<file path="src/blh_pkg.sv">
// types and constants shared by the bond length histogram unit
// no dependencies
`default_nettype none

package blh_pkg;

   localparam logic [1:0] CMD_LOAD = 2'd0;
   localparam logic [1:0] CMD_BOND = 2'd1;
   localparam logic [1:0] CMD_READ = 2'd2;
   localparam logic [1:0] CMD_NOP  = 2'd3;

   localparam logic [1:0] AXIS_X = 2'd0;
   localparam logic [1:0] AXIS_Y = 2'd1;
   localparam logic [1:0] AXIS_Z = 2'd2;

   localparam logic CSR_BIN_WIDTH   = 1'b0;
   localparam logic CSR_BINS_IN_USE = 1'b1;

   localparam int COORD_W    = 32;
   localparam int DIFF_W     = 33;
   localparam int SQ_W       = 66;
   localparam int RAD_W      = 68;
   localparam int ROOT_W     = 34;
   localparam int REM_W      = 38;
   localparam int ITER_W     = 6;
   localparam logic [ITER_W-1:0] ITER_FIRST = 6'd33;
   localparam int WIDE_W     = 17;

   typedef enum logic [4:0] {
      ST_CLEAR, ST_IDLE, ST_LOAD, ST_RD_A, ST_RD_B, ST_SQ_X, ST_SQ_Y, ST_SQ_Z,
      ST_SQ_SUM, ST_SQRT_INIT, ST_SQRT, ST_DIV_INIT, ST_DIV, ST_CHECK, ST_BIN_RD,
      ST_BIN_WR, ST_CNT_RD, ST_CNT_WAIT, ST_FINISH
   } state_type;

   typedef struct packed {
      logic       accept;
      logic       clear_step;
      logic       load_wr;
      logic       rd_a;
      logic       rd_b;
      logic       sq_en;
      logic [1:0] sq_axis;
      logic       acc_en;
      logic       acc_first;
      logic       sqrt_init;
      logic       div_init;
      logic       iter_en;
      logic       check;
      logic       bin_rd;
      logic       bin_wr;
      logic       cnt_rd;
      logic       cnt_set;
      logic       push;
   } ctl_cmd_type;

   typedef struct packed {
      logic clear_last;
      logic iter_last;
      logic bond_ok;
   } dp_status_type;

endpackage

`default_nettype wire

</file>
<file path="src/blh_ctrl.sv">
// controller state machine of the bond length histogram unit
// uses blh_pkg; drives the datapath by command struct
`default_nettype none

module blh_ctrl (
   input  wire logic                   clock,
   input  wire logic                   reset,
   input  wire logic                   req_tvalid,
   input  wire logic [1:0]             req_command,
   output logic                        req_tready,
   output logic                        rsp_tvalid,
   input  wire logic                   rsp_tready,
   input  wire blh_pkg::dp_status_type status,
   output blh_pkg::ctl_cmd_type        cmd
);

   blh_pkg::state_type state_ff, state_in;
   logic rsp_valid_ff, rsp_valid_in;

   always_ff @(posedge clock) begin
      if (reset) begin
         state_ff     <= blh_pkg::ST_CLEAR;
         rsp_valid_ff <= 1'b0;
      end else begin
         state_ff     <= state_in;
         rsp_valid_ff <= rsp_valid_in;
      end
   end

   always_comb begin
      state_in   = state_ff;
      cmd        = '0;
      req_tready = 1'b0;
      case (state_ff)
         blh_pkg::ST_CLEAR: begin
            cmd.clear_step = 1'b1;
            if (status.clear_last) state_in = blh_pkg::ST_IDLE;
         end
         blh_pkg::ST_IDLE: begin
            req_tready = 1'b1;
            if (req_tvalid) begin
               cmd.accept = 1'b1;
               case (req_command)
                  blh_pkg::CMD_LOAD: state_in = blh_pkg::ST_LOAD;
                  blh_pkg::CMD_BOND: state_in = blh_pkg::ST_RD_A;
                  blh_pkg::CMD_READ: state_in = blh_pkg::ST_CNT_RD;
                  default:           state_in = blh_pkg::ST_FINISH;
               endcase
            end
         end
         blh_pkg::ST_LOAD: begin
            cmd.load_wr = 1'b1;
            state_in    = blh_pkg::ST_FINISH;
         end
         blh_pkg::ST_RD_A: begin
            cmd.rd_a = 1'b1;
            state_in = blh_pkg::ST_RD_B;
         end
         blh_pkg::ST_RD_B: begin
            cmd.rd_b = 1'b1;
            state_in = blh_pkg::ST_SQ_X;
         end
         blh_pkg::ST_SQ_X: begin
            cmd.sq_en   = 1'b1;
            cmd.sq_axis = blh_pkg::AXIS_X;
            state_in    = blh_pkg::ST_SQ_Y;
         end
         blh_pkg::ST_SQ_Y: begin
            cmd.sq_en     = 1'b1;
            cmd.sq_axis   = blh_pkg::AXIS_Y;
            cmd.acc_en    = 1'b1;
            cmd.acc_first = 1'b1;
            state_in      = blh_pkg::ST_SQ_Z;
         end
         blh_pkg::ST_SQ_Z: begin
            cmd.sq_en   = 1'b1;
            cmd.sq_axis = blh_pkg::AXIS_Z;
            cmd.acc_en  = 1'b1;
            state_in    = blh_pkg::ST_SQ_SUM;
         end
         blh_pkg::ST_SQ_SUM: begin
            cmd.acc_en = 1'b1;
            state_in   = blh_pkg::ST_SQRT_INIT;
         end
         blh_pkg::ST_SQRT_INIT: begin
            cmd.sqrt_init = 1'b1;
            state_in      = blh_pkg::ST_SQRT;
         end
         blh_pkg::ST_SQRT: begin
            cmd.iter_en = 1'b1;
            if (status.iter_last) state_in = blh_pkg::ST_DIV_INIT;
         end
         blh_pkg::ST_DIV_INIT: begin
            cmd.div_init = 1'b1;
            state_in     = blh_pkg::ST_DIV;
         end
         blh_pkg::ST_DIV: begin
            cmd.iter_en = 1'b1;
            if (status.iter_last) state_in = blh_pkg::ST_CHECK;
         end
         blh_pkg::ST_CHECK: begin
            cmd.check = 1'b1;
            state_in  = status.bond_ok ? blh_pkg::ST_BIN_RD : blh_pkg::ST_FINISH;
         end
         blh_pkg::ST_BIN_RD: begin
            cmd.bin_rd = 1'b1;
            state_in   = blh_pkg::ST_BIN_WR;
         end
         blh_pkg::ST_BIN_WR: begin
            cmd.bin_wr = 1'b1;
            state_in   = blh_pkg::ST_FINISH;
         end
         blh_pkg::ST_CNT_RD: begin
            cmd.cnt_rd = 1'b1;
            state_in   = blh_pkg::ST_CNT_WAIT;
         end
         blh_pkg::ST_CNT_WAIT: begin
            cmd.cnt_set = 1'b1;
            state_in    = blh_pkg::ST_FINISH;
         end
         blh_pkg::ST_FINISH: begin
            if (!rsp_valid_ff || rsp_tready) begin
               cmd.push = 1'b1;
               state_in = blh_pkg::ST_IDLE;
            end
         end
         default: state_in = blh_pkg::ST_IDLE;
      endcase
   end

   always_comb begin
      if (cmd.push) rsp_valid_in = 1'b1;
      else if (rsp_tready) rsp_valid_in = 1'b0;
      else rsp_valid_in = rsp_valid_ff;
   end

   assign rsp_tvalid = rsp_valid_ff;

`ifndef SYNTHESIS
   a_no_accept_clear: assert property (@(posedge clock) disable iff (reset)
      (state_ff == blh_pkg::ST_CLEAR) |-> !req_tready)
      else $error("item taken during clearing pass");
   a_accept_leaves_idle: assert property (@(posedge clock) disable iff (reset)
      (req_tvalid && req_tready) |=> (state_ff != blh_pkg::ST_IDLE))
      else $error("controller stayed idle after item");
   a_push_free: assert property (@(posedge clock) disable iff (reset)
      cmd.push |-> (!rsp_valid_ff || rsp_tready))
      else $error("result overwritten before taken");
   a_sqrt_to_div: assert property (@(posedge clock) disable iff (reset)
      (state_ff == blh_pkg::ST_SQRT && status.iter_last) |=>
      (state_ff == blh_pkg::ST_DIV_INIT))
      else $error("square root did not hand over to divide");
`endif

endmodule

`default_nettype wire

</file>
<file path="config.mk">
export PLATFORM = sky130hd
export DESIGN_NAME = blh_ctrl
export DESIGN_NICKNAME = d
export VERILOG_FILES = /design/src/blh_pkg.sv /design/src/blh_ctrl.sv
export SDC_FILE = /design/constraint.sdc
export NUM_CORES = 1
export LEC_CHECK = 0
export BUFFER_PORTS_ARGS = -buffer_cell sky130_fd_sc_hd__buf_4
export CAP_MARGIN = 10
export CORE_MARGIN = 2
export CORE_UTILIZATION = 44
export DETAILED_ROUTE_END_ITERATION = 6
export PLACE_DENSITY = 0.83
export SYNTH_ARGS = -nofsm -noshare
export SYNTH_HDL_FRONTEND = slang
export SYNTH_SLANG_ARGS = --single-unit
</file>
<file path="constraint.sdc">
create_clock -name clock -period 1.9 [get_ports clock]
set_input_delay 0 -clock clock [delete_from_list [all_inputs] [get_ports clock]]
set_output_delay 0 -clock clock [all_outputs]
set_load 0.01 [all_outputs]
</file>
# Yosys cells after proc, flatten, opt, wreduce, memory -nomap -nowiden
# Index checks and enable logic that the tools add are counted.
# word_totals
ff_bits	6
latchBits	0
ramBits	0
mem_bits_ro	0
input_bits	9
out_inout_bits	21
elab_cells	66
memories	0
# op_classes
addsub	0
mul	0
div	0
order_cmp	0
n_eq_ne	25
n_shift	0
n_mux	30
bitwise	0
n_reduce_logical	9
# op_table
cell	n
one-hot mux 5 bit (17 select lines)	1
== test 5 x 4 -> 1 bit (second input constant)	8
two-way mux 5 bit	6
two-way mux 1 bit	21
== test 5 x 3 -> 1 bit (second input constant)	4
== test 5 bit (second input constant)	3
one-hot mux 5 bit (3 select lines)	1
== test 5 x 2 -> 1 bit (second input constant)	2
inequality test 2 bit (second input constant)	5
one-hot mux 3 bit (3 select lines)	1
OR reduction 3 bit	2
== test 5 x 1 -> 1 bit (second input constant)	1
zero test 5 bit	1
AND reduction 5 bit	1
== test 2 x 1 -> 1 bit (second input constant)	1
== test 2 bit (second input constant)	1
zero test 2 bit	1
nonzero test 2 bit	1
OR reduction 2 bit	1
zero test 1 bit	1
logical OR 1 bit	1

# Longest topological paths before layout
# depth
ltp_word	5
mapped_depth	7
mapped_depth_nobuf	5

# Worst setup path before layout
# Ideal clock, no wire load.
# synth_path
path_type	reg-to-reg
start	register state_ff[2]
end	register state_ff[4]
setup_time_ns	0.066
arrival_ns	1.517
t_required_ns	1.834
path_slack_ns	0.317
stages_incl_launch_ff	8
n_path_buf	2
period_less_slack_ns	1.583
cell_sequence	dfxtp_1 buf_6 or2_1 buf_6 or4_1 a21oi_1 o21bai_1 a21oi_2
# synth_between
elab_chain_cells	3
word_cells_on_any_way	27
cone_classes	23 x eq/ne; 1 x mux; 3 x reduce/logical
# synth_rtl
element	line_no	text
from (decl)	blh_ctrl.sv:17	blh_pkg::state_type state_ff, state_in;
from (signal assigned)	blh_ctrl.sv:22	state_ff <= blh_pkg::ST_CLEAR;
from (signal assigned)	blh_ctrl.sv:25	state_ff <= state_in;
== test 5 bit (tied with other cells)	blh_ctrl.sv:34	case (state_ff)
OR reduction 3 bit (no line) or inequality test 2 bit (tied branches)	n/a	
one-hot mux 5 bit (17 select lines) or AND reduction 5 bit (tied branches)	n/a	
# Several ways; a longest one is shown, not always the timed one.
# A chain may end at the register's enable or synchronous reset.

# Worst setup path in the final report
# layout_path
start	register state_ff[1]
end	register state_ff[4]
# Same word-level chain as after synthesis.

==> impl_metrics.yaml <==
run_status:
  status: "completed"
clocking:
  postCtsSetupBuffers: 0
  cts_buffer_depth: 2
  htree_levels: 1
  worstSkewPairLatency_ps: 250
  hold_buffers: 1
  cts_tree: "done"
  cts_sinks: 6
  clockRootBuffer: "clkbuf_4"
  clkTransAtPathRegs_ps: 50
  ctsResizeCount: 0
  numCtsBuffers: 3
layout:
  nNetsFinal: 133
  final_common_cell: "buf_4"
  antenna_cells: 0
  final_core_util_pct: 64.62
  layout_common_cells: "32 x buf_4, 17 x nor2_1, 9 x a21oi_1"
  synthToLayoutAreaGrowth_pct: 36.31
  drive_above_1_share_pct: 30.33
  n_fill_cell: 133
floorplan:
  core_area_sq_um: 1301
  die-width_um: 41.44
  fp-row-count: 13
  start_util_pct: 47.40
  io_pins: 30
  die_height_um: 41.44
  fp.dieArea_sq_um: 1717
sta:
  rsz0062_at_grt: "false"
  period_share_pct: 87.94
  tightest_slew_ps: 425.8
  max_slew_margin_pct: 71.40
  finalSetupViolCount: 0
  fmax_mhz: 598.5
  finalHoldViolCount: 0
  holdWs_ps: 36.26
  setup_tns_ps: 0
  fin_skew_ps: 6.142
  period_minus_slack_ps: 1671
  slew_violations: 0
  fin_ws_ps: 229.1
synth:
  synth_top_family_by_area: "simple AND/OR/NAND/NOR gates"
  netlist_area_sq_um: 616.8
  ys_warn_count: 0
  yosys.area_share.adder_pct: 0
  synth_mux_area_share_pct: 1.623
  yosysSeqAreaShare_pct: 19.47
  yosys.area_share.simple_pct: 45.44
  synthesis.nets: 106
  yosysUniqueCellTypes: 32
  synth_xor_area_share_pct: 1.420
  synth_compound_area_share_pct: 19.27
  syn_inst: 97
  syn_area_per_cell_sq_um: 6.359
  synth.ff_latch_count: 6
power_and_ir_drop:
  internal_power_uw: 455.4
  pwr-share-comb_pct: 60.1
  peakVddDrop_uv: 515.7
  power_uw: 864.2
  leakage_nw: 0.3855
  swShare_pct: 47.31
  seqPwrFrac_pct: 26.0
  power_density_nw_per_um2: 1028
  p_clk_share_pct: 13.9
  p_sw_uw: 408.8
critical_path:
  critPathBufInv: 0
  crit_type: "register to register"
  critPathMaxStageDelay_ps: 540
  slowest_stage: "dfxtp_1"
  path_max_fanout: 12
  worstSetupEndpointType: "register"
  path_delay_family: "simple AND/OR/NAND/NOR gates"
  r2r_setup_slack_ps: 230
  arrival_ps: 1810
  cp_cell_sequence: "xnor2_1, or4_1, nand3_1, o21bai_1, a21oi_2"
  worstSetupStartpointType: "register"
  required_ps: 2040
grt:
  first_global_vias: 674
  grt_first_pass_wirelength_mm: 2.773
  antenna_found_initial: 0
  grt_use_total_pct: 20.72
  overflow: 0
  grt_start_max_net_pins: 14
flow_run:
  maxCapViolCount: 0
routing:
  dr.pass1.iters: 5
  drtIter0Drc: 50
  wire_per_inst_um: 13.14
  drc_errors: 0
  drt_wl_total_mm: 1.800
  avgViaCountPerCell: 5.774
  detailroute.via_count: 791
  ant_nets: 0
place:
  place_congestion: 0.8979
  portBuffers: 29
  dp_hpwl_mm: 1.374
  place_ws_ps: 268.1
hold_path:
  min-delay-path-class: "input port to register"
-- layer usage --
metal,track usage [%],vias to the layer above,wire length [um]
li1,-,390,-
met1,25.60,346,752
met2,31.56,51,851
met3,8.261,4,182
met4,9.032,0,14
met5,0,-,0
-- synthesized netlist by cell type (all sizes together) --
cell,instances,share of area (%)
nor2,17,10
a21oi,10,8.7
nor3,8,6.5
buf,7,8.5
dfxtp,6,19
nand2,5,3.0
nand2b,5,5.1
clkbuf,4,2.4
o21ai,4,3.2
inv,3,1.8
nand3,3,2.4
nor2b,3,3.0
or3,3,3.0
a31oi,2,2.0
and3,2,2.0
o21bai,2,2.4
or2,2,2.0
or4,2,2.4
a311oi,1,1.4
a32oi,1,1.4
and2,1,1.0
mux2i,1,1.6
nand3b,1,1.2
nand4,1,1.0
nor3b,1,1.2
nor4,1,1.0
xnor2,1,1.4
-- sequential cells by signal, summed over array words and instances, names as in the netlist --
name        count
rsp_tvalid      1
state_ff        5
-- stage by stage --
stage               instances  area, sq um
floorplan                  97        616.8
global placement          133        808.3
detailed placement        133        808.3
CTS                       137        840.8
global route              137        840.8
finish                    137        840.8
-- cells by family after synthesis --
logic type	Yosys count
muxes	1
DFF	6
xor gates and xnor gates	1
AOI/OAI and AO/OA	20
buffers and inverters	14
and+or+nand+nor	55
-- area by class of cell --
cell class	instances	area (sq um)	area share [%]
timing repair buffer	33	250.2	29.76
tap	15	18.77	2.232
multi-input combinational	77	417.9	49.70
sequential	6	120.1	14.29
clock buffer	3	22.52	2.679
inverter	3	11.26	1.339
-- final timing paths --
check | cells after the start | start | to
worst max-delay path | 5 | state_ff[1] | state_ff[4]
worst min register to register | 2 | state_ff[2] | state_ff[2]
worst min-delay path | 3 | req_tvalid | state_ff[0]
worst max register to register | 5 | state_ff[1] | state_ff[4]
-- worst reg2reg max path: cells and delay by family, from the launching register on --
| kind | cells | cell delay [ps] |
|---|---|---|
| compound gates | 2 | 220 |
| xor+xnor | 1 | 150 |
| flops | 1 | 540 |
| simple gates | 2 | 660 |
-- power groups by stage --
stage	Sequential (mW)	Combinational [mW]	Clock [mW]
CTS	0.222	0.513	0.124
detailed placement	0.224	0.508	0
global route	0.234	0.571	0.129
floorplan	0.164	0.392	0
global placement	0.220	0.493	0
finish	0.225	0.519	0.120
Note: power is estimated with default switching activity, not from simulation.
